**config.mk**
```make
export PLATFORM = sky130hd
export DESIGN_NAME = orbe_fifo
export DESIGN_NICKNAME = d
export VERILOG_FILES = /design/src/orbe_pkg.sv /design/src/orbe_fifo.sv
export SDC_FILE = /design/constraint.sdc
export NUM_CORES = 1
export LEC_CHECK = 0
export BUFFER_PORTS_ARGS = -buffer_cell sky130_fd_sc_hd__buf_2
export CORE_MARGIN = 2
export CORE_UTILIZATION = 50
export CTS_CLUSTER_SIZE = 14
export DETAILED_ROUTE_END_ITERATION = 8
export PLACE_DENSITY = 0.79
export SETUP_SLACK_MARGIN = 0.2
export SYNTH_ARGS = -nofsm -noshare
export SYNTH_HDL_FRONTEND = slang
export SYNTH_SLANG_ARGS = --single-unit
```
**constraint.sdc**
```tcl
create_clock -name clk -period 13.15 [get_ports clk]
set_input_delay 2.63 -clock clk [delete_from_list [all_inputs] [get_ports clk]]
set_output_delay 2.63 -clock clk [all_outputs]
set_load 0.01 [all_outputs]
```
**src/orbe_pkg.sv**
```systemverilog
// ----------------------------------------------------------------------------
// orbe_pkg
// shared widths, cordic arctangent table and helpers for the best-edge block
// ----------------------------------------------------------------------------
package orbe_pkg;

  localparam int CoordW       = 24;
  localparam int SizeW        = 22;
  localparam int AngW         = 16;
  localparam int DirW         = 16;
  localparam int CordW        = 34;  // q2.30 plus headroom
  localparam int ZW           = 34;
  localparam int TrigW        = 18;  // cos/sin, 16 fraction bits
  localparam int AtanEntries  = 24;
  localparam int DefCordicSteps = 16;
  localparam int DefFracBits  = 8;
  localparam logic signed [CordW-1:0] CordicGain = 34'sd652032874;
  localparam logic signed [CoordW-1:0] CoordMax = 24'sh7FFFFF;
  localparam logic signed [CoordW-1:0] CoordMin = -24'sh800000;

  typedef struct packed {
    logic signed [CoordW-1:0] center_x;
    logic signed [CoordW-1:0] center_y;
    logic [SizeW-1:0]         box_width;
    logic [SizeW-1:0]         box_height;
    logic [AngW-1:0]          angle;
    logic signed [DirW-1:0]   dir_x;
    logic signed [DirW-1:0]   dir_y;
  } orbe_in_t;

  typedef struct packed {
    logic signed [CoordW-1:0] vertex_x;
    logic signed [CoordW-1:0] vertex_y;
    logic signed [CoordW-1:0] edge_start_x;
    logic signed [CoordW-1:0] edge_start_y;
    logic signed [CoordW-1:0] edge_end_x;
    logic signed [CoordW-1:0] edge_end_y;
  } orbe_out_t;

  // angle-prepared word handed from front to back
  typedef struct packed {
    orbe_in_t               item;
    logic                   flip;
    logic signed [ZW-1:0]   z;
  } orbe_job_t;

  function automatic logic signed [ZW-1:0] atan_lut(input logic [4:0] i);
    logic signed [ZW-1:0] v;
    unique case (i)
      5'd0: v = 34'sd536870912;  5'd1: v = 34'sd316933406;
      5'd2: v = 34'sd167458907;  5'd3: v = 34'sd85004756;
      5'd4: v = 34'sd42667331;   5'd5: v = 34'sd21354465;
      5'd6: v = 34'sd10679838;   5'd7: v = 34'sd5340245;
      5'd8: v = 34'sd2670163;    5'd9: v = 34'sd1335087;
      5'd10: v = 34'sd667544;    5'd11: v = 34'sd333772;
      5'd12: v = 34'sd166886;    5'd13: v = 34'sd83443;
      5'd14: v = 34'sd41722;     5'd15: v = 34'sd20861;
      5'd16: v = 34'sd10430;     5'd17: v = 34'sd5215;
      5'd18: v = 34'sd2608;      5'd19: v = 34'sd1304;
      5'd20: v = 34'sd652;       5'd21: v = 34'sd326;
      5'd22: v = 34'sd163;       5'd23: v = 34'sd81;
      default: v = '0;
    endcase
    return v;
  endfunction

  function automatic logic signed [CoordW-1:0] clamp24(input logic signed [CoordW+1:0] v);
    if (v > CoordW'(CoordMax) && v > 26'sd8388607) return CoordMax;
    if (v < -26'sd8388608) return CoordMin;
    return v[CoordW-1:0];
  endfunction

endpackage

```
**src/orbe_fifo.sv**
```systemverilog
// ----------------------------------------------------------------------------
// orbe_fifo
// two-entry queue between front and back
// ----------------------------------------------------------------------------
module orbe_fifo import orbe_pkg::*; (
  input  logic      clk,
  input  logic      rst_n,
  input  logic      wr_valid,
  output logic      wr_ready,
  input  orbe_job_t wr_data,
  output logic      rd_valid,
  input  logic      rd_ready,
  output orbe_job_t rd_data
);
  orbe_job_t  mem_r [2];
  logic       wp_r, rp_r;
  logic [1:0] cnt_r;
  logic       wr, rd;

  assign wr_ready = cnt_r != 2'd2;
  assign rd_valid = cnt_r != 2'd0;
  assign rd_data  = mem_r[rp_r];
  assign wr = wr_valid && wr_ready;
  assign rd = rd_valid && rd_ready;

  always_ff @(posedge clk) begin
    if (!rst_n) begin
      wp_r <= 1'b0; rp_r <= 1'b0; cnt_r <= 2'd0;
    end else begin
      if (wr) wp_r <= ~wp_r;
      if (rd) rp_r <= ~rp_r;
      cnt_r <= cnt_r + {1'b0, wr} - {1'b0, rd};
    end
    if (wr) mem_r[wp_r] <= wr_data;
  end

  a_cnt: assert property (@(posedge clk) disable iff (!rst_n) cnt_r != 2'd3)
    else $error("queue count overflow");
  a_nooverrd: assert property (@(posedge clk) disable iff (!rst_n)
    cnt_r == 2'd0 |-> !rd) else $error("read from empty queue");
  a_full: assert property (@(posedge clk) disable iff (!rst_n)
    (cnt_r == 2'd2 && !rd) |=> cnt_r == 2'd2) else $error("full queue lost entry");
endmodule

```
==> results of run 1 <==
worst min-delay path, cell delays in order, from the launching register on:
cell     delay [ps]
dfxtp_1         320
xnor2_1          90
nor2b_1         110
per-stage QoR:
stage | cell area [um2] | utilization
4_1_cts | 16100 | 0.639
6_report | 16200 | 0.640
3_3_place_gp | 15000 | 0.593
2_1_floorplan | 12900 | -
5_1_grt | 16100 | 0.639
3_5_place_dp | 15000 | 0.593
area by class of cell:
type / instances / area, um2 / share of cell area
Sequential cell: 355 / 10600 / 0.657
Multi-Input combinational cell: 193 / 2110 / 0.131
Timing Repair Buffer: 361 / 1820 / 0.113
Clock buffer: 46 / 1000 / 0.0621
Tap cell: 330 / 413 / 0.0256
Clock inverter: 18 / 168 / 0.0104
Antenna cell: 6 / 15.0 / 0.000930
Inverter: 1 / 3.75 / 0.000232
kinds of logic after synthesis:
| group | Yosys count | share of synthesized area |
|---|---|---|
| DFF | 355 | 0.822 |
| muxes | 176 | 0.153 |
| buffers and inverters | 20 | 0.0153 |
| and+or+nand+nor | 11 | 0.00475 |
| xor gates and xnor gates | 3 | 0.00204 |
| adders and majority gates | 2 | 0.00194 |
| AOI/OAI and AO/OA | 1 | 0.000582 |
power groups by stage:
stage	logic [mW]	clock network [mW]	registers, mW
5_1_grt	0.739	1.05	1.48
4_1_cts	0.698	1.02	1.47
3_3_place_gp	0.686	0	1.48
3_5_place_dp	0.693	0	1.49
2_1_floorplan	0.457	0	1.51
6_report	0.684	0.994	1.47
routing by layer:
| metal | track usage | up-vias | share of wire |
|---|---|---|---|
| met5 | 0 | - | 0.0018 |
| met4 | 0.0791 | 8 | 0.037 |
| met3 | 0.0671 | 72 | 0.10 |
| met2 | 0.319 | 293 | 0.51 |
| met1 | 0.193 | 3249 | 0.35 |
| li1 | - | 3052 | - |
registers in the layout, summed over array words and instances, names as in the netlist, named ones only:
| register | count |
|---|---|
| wp_r | 1 |
| cnt_r | 2 |
| rp_r | 1 |
| mem_r | 350 |
placed cells by master, fill, tap and decap left out, types with 3 or more instances in the layout:
| cell | netlist | final |
|---|---|---|
| clkbuf_16 | 0 | 39 |
| mux2_2 | 175 | 175 |
| buf_2 | 2 | 355 |
| clkbuf_1 | 0 | 7 |
| diode_2 | 0 | 6 |
| xnor2_1 | 3 | 3 |
| bufinv_16 | 0 | 3 |
| clkinv_1 | 0 | 8 |
| edfxtp_1 | 350 | 350 |
| clkinv_2 | 0 | 3 |
| buf_4 | 2 | 6 |
| dfxtp_1 | 5 | 4 |
path summary, 6_finish.rpt:
check | from | endpoint | depth (start not counted) | slack (ps)
hold reg to reg | rp_r | rp_r | 2 | 550
setup reg to reg | cnt_r[0] | mem_r[0][23] | 4 | 10370
setup / recovery | register | rd_data[109] | 3 | 7950
hold / removal | rp_r | rp_r | 2 | 550
==> flow_metrics.env, run 1 <==
export IMPL_synth_edff_count=350
export IMPL_antenna_found_initial=9
export IMPL_tritoncts="built"
export IMPL_path_class="register to output port"
export IMPL_ys_ff_latch=355
export IMPL_grt_overflow_total=0
export IMPL_drc_errors=0
export IMPL_ys_types=18
export IMPL_portBuffers=355
export IMPL_power_density_mw_per_mm2=195
export IMPL_min_period_over_period=0.395
export IMPL_crit_fanout=77
export IMPL_crit_arrival_ps=2570
export IMPL_clk_latency_ps=510
export IMPL_ys_seq_area_frac=0.822
export IMPL_postCtsHoldBufs=0
export IMPL_num_vias=6674
export IMPL_grt_max_degree=83
export IMPL_crit_buf_inv=2
export IMPL_clock_root_buffer="clkbuf_16"
export IMPL_cp_cell_sequence="buf_4, mux2_2, buf_2"
export IMPL_wl_per_cell_um=19.4
export IMPL_netlist_top_cells_count="edfxtp_1, mux2_2, buf_6"
export IMPL_max_stage_delay_ps=820
export IMPL_ant_nets=0
export IMPL_yosys_area_top_type="edfxtp_1"
export IMPL_gp_congestion=0.762
export IMPL_hold_ws_ps=550
export IMPL_fmax_mhz=192
export IMPL_combPwrFrac=0.218
export IMPL_avgViaCountPerCell=5.09
export IMPL_power_mw=3.14
export IMPL_drt_wl_total_um=25500
export IMPL_switchingPower_uw=811
export IMPL_cp_start_kind="register"
export IMPL_post_place_ws_ps=8160
export IMPL_clk_pin_slew_worst_paths_ps=50
export IMPL_cts_buffers=37
export IMPL_synth_ff_type="edfxtp_1"
export IMPL_finalSetupViolations=0
export IMPL_dieArea_mm2=0.0271
export IMPL_p_int_mw=2.33
export IMPL_synth_area_mm2=0.0129
export IMPL_grt_pass1_vias=6958
export IMPL_fp_coreArea_mm2=0.0253
export IMPL_cts_max_path_buffers=3
export IMPL_yosysMostFrequentCell="edfxtp_1"
export IMPL_layout_drive_gt1_share=0.605
export IMPL_vdd_drop_max_mv=0.126
export IMPL_fp_dieW_um=165
export IMPL_post_cts_setup_buffers=0
export IMPL_netlist_instances=568
export IMPL_io_pins=356
export IMPL_fin_cells=1310
export IMPL_grt_use_total=0.180
export IMPL_crit_path_end_kind="output port"
export IMPL_hold_violations=0
export IMPL_p_seq_frac=0.466
export IMPL_dp_cells=1240
export IMPL_num_rows=58
export IMPL_maxSlewViolCount=0
export IMPL_synthTopCellsByArea="edfxtp_1, mux2_2, buf_6"
export IMPL_dp_hpwl_um=16900
export IMPL_rsz0062_at_grt="false"
export IMPL_critical_path_required_ps=10520
export IMPL_swShare=0.258
export IMPL_async_flop_share=0
export IMPL_skew_ps=17.2
export IMPL_ys_warn_count=0
export IMPL_tightest_slew_ps=1130
export IMPL_cts_resized=0
export IMPL_start_util=0.511
export IMPL_leakage_nw=6.01
export IMPL_hp_class="register to register"
export IMPL_grt_first_pass_wirelength_um=37000
export IMPL_crit_family="buffers and inverters"
export IMPL_power_frac_clock=0.316
export IMPL_syn_nets=749
export IMPL_fin_crit_ps=5200
export IMPL_die_h_um=165
export IMPL_numClockSinks=355
export IMPL_fin_ws_ps=7950
export IMPL_dr_pass1_iters=4
export IMPL_drt_initial_drc_count=498
export IMPL_syn_area_per_cell_um2=22.7
export IMPL_nNetsFinal=1130
export IMPL_cp_slowest_cell="buf_4"
export IMPL_outcome="complete, no violations"
export IMPL_maxCapViolations=0
export IMPL_area_delta_synth_final_pct=25.1
export IMPL_htreeDepth=2
export IMPL_synth_top_area_share=0.814
export IMPL_fill_cells=1770
export IMPL_relSlewSlack=0.249
export IMPL_finalSetupTns_ps=0
(Power assumes the default switching activity.)
==> inputs of run 2 (changes only) <==
Settings changed: ABC_AREA set to 1.
Clock period 13.15 ns to 4.9 ns, I/O delays scaled along.
==> run 2 against run 1 <==
  * Synthesized cell count rose by 2.1%
  * Via count is 0.51% lower
  * Clock skew is 9.3 ps lower
  * Die area is essentially flat
  * Wire length fell by 2.0%
  * Global-route usage decreased by 0.54 points
  * Non-clock buffer count grew 2
  * Worst hold slack got worse by 43 ps
  * First-iteration DRC count shrank 6.8%
  * Sequential cell count stayed put
  * Critical path type unchanged
==> flow_metrics.env, run 2 <==
export IMPL_drt_initial_drc_count=464
export IMPL_synthXorXnorAreaFrac=0
export IMPL_synth_compound_area_frac=0.000775
export IMPL_die_h_um=165
export IMPL_ys_warn_count=0
export IMPL_min_to="rp_r"
export IMPL_cp_cell_sequence="buf_12, mux2_2, buf_2"
export IMPL_cts_buffers=36
export IMPL_yosys_area_top_type="edfxtp_1"
export IMPL_dp_cells=1254
export IMPL_leakage_nw=6.02
export IMPL_tightest_slew_ps=613
export IMPL_maxSlewViolCount=0
export IMPL_ys_types=12
export IMPL_r2r_start="cnt_r[0]"
export IMPL_cts_resized=0
export IMPL_gp_congestion=0.743
export IMPL_cp_start_kind="register"
export IMPL_ys_seq_area_frac=0.822
export IMPL_grt_max_degree=91
export IMPL_clock_root_buffer="clkbuf_16"
export IMPL_post_cts_setup_buffers=0
export IMPL_maxCapViolations=0
export IMPL_cp_slowest_cell="dfxtp_4"
export IMPL_synthTopCellsByArea="edfxtp_1, mux2_2, buf_6"
export IMPL_dieArea_mm2=0.0271
export IMPL_dp_hpwl_um=16500
export IMPL_syn_nets=761
export IMPL_syn_area_per_cell_um2=22.3
export IMPL_synth_top_area_share=0.814
export IMPL_htreeDepth=2
export IMPL_dr_pass1_iters=5
export IMPL_largest_register="mem_r"
export IMPL_drc_errors=0
export IMPL_synth_area_mm2=0.0129
export IMPL_max_stage_delay_ps=700
export IMPL_netlist_instances=580
export IMPL_grt_first_pass_wirelength_um=36200
export IMPL_path_class="register to output port"
export IMPL_critical_path_required_ps=3920
export IMPL_rr_worst_depth=5
export IMPL_clk_latency_ps=490
export IMPL_nNetsFinal=1143
export IMPL_num_rows=58
export IMPL_fp_dieW_um=165
export IMPL_synth_ff_type="edfxtp_1"
export IMPL_worstReg2RegEnd="mem_r[1][74]"
export IMPL_final_common_cell="buf_2"
export IMPL_hold_violations=0
export IMPL_crit_fanout=84
export IMPL_crit_arrival_ps=2290
export IMPL_largest_reg_flops=350
export IMPL_start_util=0.511
export IMPL_numClockSinks=355
export IMPL_grt_use_total=0.175
export IMPL_area_delta_synth_final_pct=24.7
export IMPL_fp_coreArea_mm2=0.0253
export IMPL_min_period_over_period=0.667
export IMPL_regToRegSetupSlack_ps=2750
export IMPL_io_pins=356
export IMPL_ant_nets=0
export IMPL_yosys_area_share_simple=0.00610
export IMPL_antenna_found_initial=3
export IMPL_reg_top3="mem_r (350), cnt_r (2)"
export IMPL_skew_ps=7.93
export IMPL_final_cell_area_mm2=0.0161
export IMPL_postCtsHoldBufs=0
export IMPL_yosysMostFrequentCell="edfxtp_1"
export IMPL_synth_edff_count=350
export IMPL_finalSetupViolations=0
export IMPL_vdd_drop_max_mv=0.406
export IMPL_fmax_mhz=306
export IMPL_portBuffers=355
export IMPL_synth_fa_ha_area_frac=0.00194
export IMPL_rsz0062_at_grt="false"
export IMPL_power_density_mw_per_mm2=512
export IMPL_fin_cells=1318
export IMPL_num_vias=6640
export IMPL_avgViaCountPerCell=5.04
export IMPL_finalSetupTns_ps=0
export IMPL_fin_crit_ps=3270
export IMPL_mostFrequentLayoutCells="buf_2, edfxtp_1, mux2_2, clkbuf_16"
export IMPL_grt_pass1_vias=6901
export IMPL_netlist_top_cells_count="edfxtp_1, mux2_2, buf_6"
export IMPL_layout_drive_gt1_share=0.596
export IMPL_clk_pin_slew_worst_paths_ps=60
export IMPL_relSlewSlack=0.591
export IMPL_hold_ws_ps=508
export IMPL_whs_path_depth=2
export IMPL_ys_ff_latch=355
export IMPL_dpl_cell_area_mm2=0.0150
export IMPL_outcome="complete, no violations"
export IMPL_wl_per_cell_um=18.9
export IMPL_cts_max_path_buffers=3
export IMPL_hold_path_startpoint="rp_r"
export IMPL_crit_path_end_kind="output port"
export IMPL_muxShareOfSynthArea=0.153
export IMPL_grt_overflow_total=0
export IMPL_synth_top_family_by_area="multiplexers"
export IMPL_drt_wl_total_um=25000
export IMPL_async_flop_share=0
export IMPL_hp_class="register to register"
export IMPL_tritoncts="built"
## run 2: cell count changes in the layout (fill, tap and decap cells not counted), moves of 4 or more
cell / change
inv_1: +5
clkinv_2: +4
nand2_1: +7
nor2_1: +7
diode_2: -5
buf_12: +4
## run 2: metal layers
metal / GRT usage / wire (um) / part of all wire
met1: 0.198 / 9300 / 0.37
met2: 0.312 / 12800 / 0.51
met3: 0.0563 / 2140 / 0.086
met4: 0.0605 / 690 / 0.028
met5: 0 / 21 / 0.00084
## run 2: final cells by class
cell class,count,area (um2)
flip-flops and latches,355,10600
fillers,1813,9140
multi-input cells,199,2090
repair buffers,363,1890
clock buffers,45,966
well taps,330,413
clock inverters,18,106
inverters,7,30.0
diodes,1,2.50
## run 2: power by group
part	leakage [nW]	switching, mW	internal [mW]
clock	0.527	1.03	1.44
combinational	2.18	0.984	0.820
sequential	3.31	0.127	3.84
## run 2: how the worst max path moves through the flow
stage               depth (start not counted)           end      from  slack [ps]
CTS                                         3   rd_data[36]  register        1600
detailed placement                          3   rd_data[42]  register        2150
finish                                      3   rd_data[75]  register        1630
global placement                            3  rd_data[113]  register        2160
floorplan                                   2   mem_r[1][0]  wr_valid         800
global route                                3  rd_data[159]  register        1510
## run 2: critical path, delay by kind of cell, from the launching register on
family / cells / cell delay [ps]
DFF: 1 / 700
buffers and inverters: 2 / 540
muxes: 1 / 400
## run 2: logic make-up (layout without fill, tap and decap cells)
group | count (synthesis) | count (layout)
DFF | 355 | 355
AOI/OAI and AO/OA | 2 | 2
buffers and inverters | 26 | 433
and+or+nand+nor | 20 | 20
adders and majority gates | 2 | 2
other | 0 | 1
muxes | 175 | 175
## run 2: through the flow
stage	worst slack [ps]	util	total power, mW
final	1630	0.638	8.25
after CTS	1600	0.638	8.35
after floorplan	796	-	5.19
after detailed placement	2150	0.595	5.86
after global placement	2160	0.595	5.81
after global routing	1510	0.638	8.60
